--- config.mk ---
export PLATFORM = sky130hd
export DESIGN_NAME = pceth_ctrl
export DESIGN_NICKNAME = d
export VERILOG_FILES = /design/src/rtl/core/pceth_pkg.sv /design/src/rtl/core/pceth_ctrl.sv
export SDC_FILE = /design/constraint.sdc
export NUM_CORES = 1
export LEC_CHECK = 0
export ABC_CLOCK_PERIOD_IN_PS = 1700
export BUFFER_PORTS_ARGS = -buffer_cell sky130_fd_sc_hd__buf_2
export CAP_MARGIN = 25
export CORE_AREA = 2 2 39 41
export CTS_CLUSTER_SIZE = 12
export DETAILED_ROUTE_END_ITERATION = 8
export DIE_AREA = 0 0 41 43
export PLACE_DENSITY = 0.52
export RECOVER_POWER = 100
export SLEW_MARGIN = 10
export SYNTH_ARGS = -nofsm -noshare
export SYNTH_HDL_FRONTEND = slang
export SYNTH_SLANG_ARGS = --single-unit
--- constraint.sdc ---
create_clock -name clk -period 1.7 [get_ports clk]
set_clock_uncertainty 0.1 [all_clocks]
set_input_delay 0.17 -clock clk [delete_from_list [all_inputs] [get_ports clk]]
set_output_delay 0.17 -clock clk [all_outputs]
set_load 0.01 [all_outputs]
--- src/rtl/core/pceth_pkg.sv ---
package pceth_pkg;

    // Store geometry
    localparam int MAX_ELEMENTS = 384;
    localparam int ENERGY_BINS  = 4096;
    localparam int TIME_BINS    = 1024;

    localparam int E_DEPTH  = MAX_ELEMENTS * ENERGY_BINS;
    localparam int T_DEPTH  = MAX_ELEMENTS * TIME_BINS;
    localparam int EL_DEPTH = MAX_ELEMENTS;

    localparam int E_AW  = $clog2(E_DEPTH);
    localparam int T_AW  = $clog2(T_DEPTH);
    localparam int EL_AW = $clog2(EL_DEPTH);

    // Clearing sweep covers the deepest store
    localparam int CLR_DEPTH_ET = (E_DEPTH > T_DEPTH) ? E_DEPTH : T_DEPTH;
    localparam int CLR_DEPTH    = (CLR_DEPTH_ET > EL_DEPTH) ? CLR_DEPTH_ET : EL_DEPTH;
    localparam int CLR_W        = $clog2(CLR_DEPTH);

    // Field widths
    localparam int FUNC_W = 1;
    localparam int ELEM_W = 9;
    localparam int BIN_W  = 16;
    localparam int ACT_W  = 9;
    localparam int CNT_W  = 32;
    localparam int TOT_W  = 64;

    localparam logic [ACT_W-1:0] ACTIVE_RESET = ACT_W'(192);

    // Function codes
    localparam logic [FUNC_W-1:0] FUNC_EVENT = 1'b0;
    localparam logic [FUNC_W-1:0] FUNC_CLEAR = 1'b1;

    // Controller -> datapath
    typedef struct packed {
        logic in_ready;
        logic capture;
        logic clr_step;
        logic rd;
        logic upd;
        logic reply;
    } pceth_cmd_t;

    // Datapath -> controller
    typedef struct packed {
        logic [FUNC_W-1:0] item_func;
        logic              clr_last;
        logic              out_free;
    } pceth_sts_t;

endpackage

--- src/rtl/core/pceth_ctrl.sv ---
module pceth_ctrl
    import pceth_pkg::*;
(
    input  logic       clk,
    input  logic       rst_n,
    input  logic       in_valid,
    input  pceth_sts_t st,
    output pceth_cmd_t cmd
);

    typedef enum logic [4:0] {
        S_CLEAR  = 5'b00001,
        S_IDLE   = 5'b00010,
        S_READ   = 5'b00100,
        S_UPDATE = 5'b01000,
        S_REPLY  = 5'b10000
    } pceth_state_t;

    pceth_state_t state_reg, state_next;
    logic         reply_reg, reply_next;   // sweep came from a clear transaction

    always_ff @(posedge clk or negedge rst_n)
    begin
        if (!rst_n)
        begin
            state_reg <= S_CLEAR;
            reply_reg <= 1'b0;
        end
        else
        begin
            state_reg <= state_next;
            reply_reg <= reply_next;
        end
    end

    always_comb
    begin
        state_next = state_reg;
        reply_next = reply_reg;
        cmd        = '0;
        unique case (state_reg)
            S_CLEAR:
            begin
                cmd.clr_step = 1'b1;
                if (st.clr_last)
                begin
                    state_next = reply_reg ? S_REPLY : S_IDLE;
                    reply_next = 1'b0;
                end
            end
            S_IDLE:
            begin
                cmd.in_ready = 1'b1;
                if (in_valid)
                begin
                    cmd.capture = 1'b1;
                    if (st.item_func == FUNC_CLEAR)
                    begin
                        state_next = S_CLEAR;
                        reply_next = 1'b1;
                    end
                    else
                    begin
                        state_next = S_READ;
                    end
                end
            end
            S_READ:
            begin
                cmd.rd     = 1'b1;
                state_next = S_UPDATE;
            end
            S_UPDATE:
            begin
                if (st.out_free)
                begin
                    cmd.upd    = 1'b1;
                    state_next = S_IDLE;
                end
            end
            S_REPLY:
            begin
                if (st.out_free)
                begin
                    cmd.reply  = 1'b1;
                    state_next = S_IDLE;
                end
            end
            default:
            begin
                state_next = S_IDLE;
            end
        endcase
    end

    a_event_goes_to_read: assert property (@(posedge clk) disable iff (!rst_n)
        (state_reg == S_IDLE && in_valid && st.item_func == FUNC_EVENT)
        |=> state_reg == S_READ)
        else $error("event transaction did not start a read");

    a_update_waits: assert property (@(posedge clk) disable iff (!rst_n)
        (state_reg == S_UPDATE && !st.out_free) |=> state_reg == S_UPDATE)
        else $error("update left while output register was full");

endmodule

==> out/results.md <==
| Step | Quantity | Value |
|---|---|---|
| timing | Number of hold violations in the final report | 0 |
| setup path | Dominant delay contributor by cell family on the critical path | simple AND/OR/NAND/NOR gates |
| synthesis | Number of warnings issued by yosys | 0 |
| power and ir drop | Total chip power | 0.000674 W |
| cells and area | Post-Layout Cell Count | 70 |
| routing | Detailed Routing Iterations Pass 1 | 4 |
| die | Die width | 41 µm |
| cells and area | Total inserted antenna cells | 0 |
| place | Total placed instance area | 435 µm² |
| timing | Clock period minus final worst setup slack | 1.66 ns |
| cts | Number of buffers created by CTS | 3 |
| cells and area | Fraction of layout instances using a drive strength above 1 | 0.500 |
| die | I/O Pins | 12 |
| synthesis | Number of distinct library cells after synthesis | 25 |
| synthesis | Most frequent cell after synthesis | dfrtp_1 |
| cts | Clock latency reported for the late side of the worst-skew pair | 0.26 ns |
| setup path | Critical path capture point type | output pin |
| setup path | Worst reg-to-reg setup slack | 0.17 ns |
| routing | Average routed wire per standard cell | 11.7 µm |
| setup path | Required time at the endpoint of the critical path | 1.43 ns |
| place | Weighted congestion at the end of routability-driven global placement | 0.718 |
| setup path | Arrival time worst endpoint | 1.39 ns |
| setup path | Largest fanout on the critical path | 7 |
| synthesis | Post-synthesis instance total | 40 |
| synthesis | Post-synth ARST share | 1.00 |
| synthesis | Top flip-flop cell by instance count after synthesis | dfrtp_1 |
| die | Core ar. | 1380 µm² |
| synthesis | Number of synthesized flops with an enable pin | 0 |
| setup path | Slowest CP cell | dfrtp_2 |
| synthesis | Post-synth top area share | 0.317 |
| global route | Met3 Use GR | 0.0628 |
| power and ir drop | Power density of the placed cells | 1340 nW/µm² |
| cts | Number of H-tree levels | 1 |
| synthesis | Ranking of synthesized cells by area | dfrtp_1 (32%), buf_4 (7.6%), dfstp_2 (6.7%) |
| global route | Largest net degree at the start of global routing | 10 |
| cells and area | Max FFs per register | 5 |
| die | Die area | 1760 µm² |
| timing | Highest clock rate | 0.603 GHz |
| place | DP Worst Slack | 0.230 ns |
| cells and area | Layout area overhead | 27.3% |
| setup path | Worst setup SP type | flop |
| setup path | Buffers and inverters on the worst path | 1 |
| cts | Number of buffers on the longest clock path | 2 |
| routing | Count of nets left with antenna violations after detail routing | 0 |
| global route | Met2 demand-to-capacity share in global routing | 0.156 |
| global route | Vias in the first global route | 290 |
| synthesis | Mapped Nets | 46 |
| place | Buffers added on ports | 11 |
| timing | Final setup violation count | 0 |
| die | Chip height | 43 µm |
| routing | DRC errors left | 0 |
| setup path | Startpoint-to-endpoint class of the critical path | flop to output pin |
| power and ir drop | Maximum vdd ir drop | 0.000595 V |
| cts | CTS Root Buffer Type | clkbuf_4 |
| global route | GRT overflow | 0 |
| synthesis | Register bit total from synthesis | 6 |
| timing | Portion of the clock cycle consumed by the worst path in the final layout | 0.976 |
| global route | Combined global-route utilization of all metal layers | 0.123 |
| cts | Clock-pin slew on the worst setup and hold paths | 0.05 ns |
| cells and area | Design area | 502 µm² |
| routing | WL final | 818 µm |
| cts | Clock Sink Count | 6 |
| synthesis | Dominant cell type by area after synthesis | dfrtp_1 |
| timing | Worst slew slack as a fraction of its limit | 0.787 |
| setup path | Cell Chain, Critical Path | or3_4 > nor2_4 > buf_2 |
| die | Core Rows | 14 |
| routing | First DRT Iteration DRCs | 4 |
| global route | Global routing usage on met1 | 0.128 |
| synthesis | Top post-synthesis cells by count | dfrtp_1 (5), buf_4 (4), nor2_1 (3), nor4b_1 (3) |
| synthesis | Area of the mapped netlist | 394 µm² |
| power and ir drop | Static Leak | 0.231 nW |
| timing | Setup slack of the critical path after layout | 0.0416 ns |
| worst hold path | Worst min path class | primary input to flop |
| flow run | Maximum Capacitance Violations | 0 |
| timing | Fin. max-slew vios | 0 |
| synthesis | Average cell area after synthesis | 9.85 µm² |
| global route | Initial antenna violation count | 0 |
| cells and area | Total number of nets in the final design | 61 |
| timing | RSZ-0062 raised after global routing | yes |
| die | Effective utilization at floorplan | 0.285 |
| timing | Final-layout worst hold slack | 0.0126 ns |
| status | Outcome | finished clean |
| global route | Most utilized layer in the global route result | met2 |
| routing | Via count | 357 |
| synthesis | Seq/Total Area, Yosys | 0.384 |
| routing | Vias per cell | 5.10 |
| global route | First-pass GRT wire length | 1.28 mm |
| cts | Clock tree from TritonCTS | built |
| setup path | Stage delay of the slowest cell on the critical path | 0.44 ns |
| place | Number of cells in the design after placement | 63 |
| timing | Slew @ Worst Pin | 0.319 ns |
==> cells by family after synthesis <==
family / Yosys count / share of synthesized area
xor gates and xnor gates: 2 / 0.0445
and+or+nand+nor: 18 / 0.305
AOI/OAI and AO/OA: 7 / 0.143
DFF: 6 / 0.384
buffers and inverters: 7 / 0.124
==> timing repair <==
action / in CTS / in global routing
setup endpoints to repair: 1 / 4
endpoints found under the hold margin: 6 / 0
hold buffers: 1 / 0
setup buffers: 0 / 2
resized for setup: 1 / 5
==> per-stage QoR <==
stage	TNS (ns)	utilization
finish	0	0.363
global route	-0.00687	0.363
CTS	0	0.342
detailed placement	0	0.315
global placement	0	0.315
floorplan	0	-
==> cell type report <==
cell class,count,area [µm²]
clock buffer,4,26.3
fill,141,882
inverter,2,7.51
multi-input combinational,27,206
sequential,6,155
tap,16,20.0
timing repair buffer,15,86.3
==> cell usage in the layout (no fill, tap or decap), drive strengths merged <==
cell,instances
xnor2,2
nand2,2
nor4b,3
dfrtp,5
a32o,1
dfstp,1
nor2,4
buf,13
and3,1
clkbuf,5
or3,2
nor2b,1
o22ai,1
a21o,1
or4b,1
nor3,3
a21oi,1
a31o,1
a41oi,1
inv,2
o32ai,1
or2b,1
dlygate4sd3,1
==> worst paths after layout <==
path	startpoint	to	cells after the start
max	state_reg[3]	cmd[3]	3
min	st[2]	state_reg[2]	2
max reg2reg	state_reg[3]	state_reg[1]	4
min reg2reg	reply_reg	state_reg[4]	1
max in group asynchronous	rst_n	state_reg[0]	2
min in group asynchronous	rst_n	reply_reg	2
==> report_power, final <==
group,leakage [nW],internal [W],switching [W]
Sequential,0.0677,0.000188,0.0000489
Clock,0.0150,0.0000894,0.0000596
Combinational,0.149,0.000150,0.000138
Total,0.231,0.000427,0.000247
==> layer usage <==
metal  share of wire  up-vias
li1                -      171
met1            0.41      167
met2            0.45       14
met3           0.079        5
met4           0.056        0
met5               0        -
No activity file was read; power rests on OpenSTA's default activity.
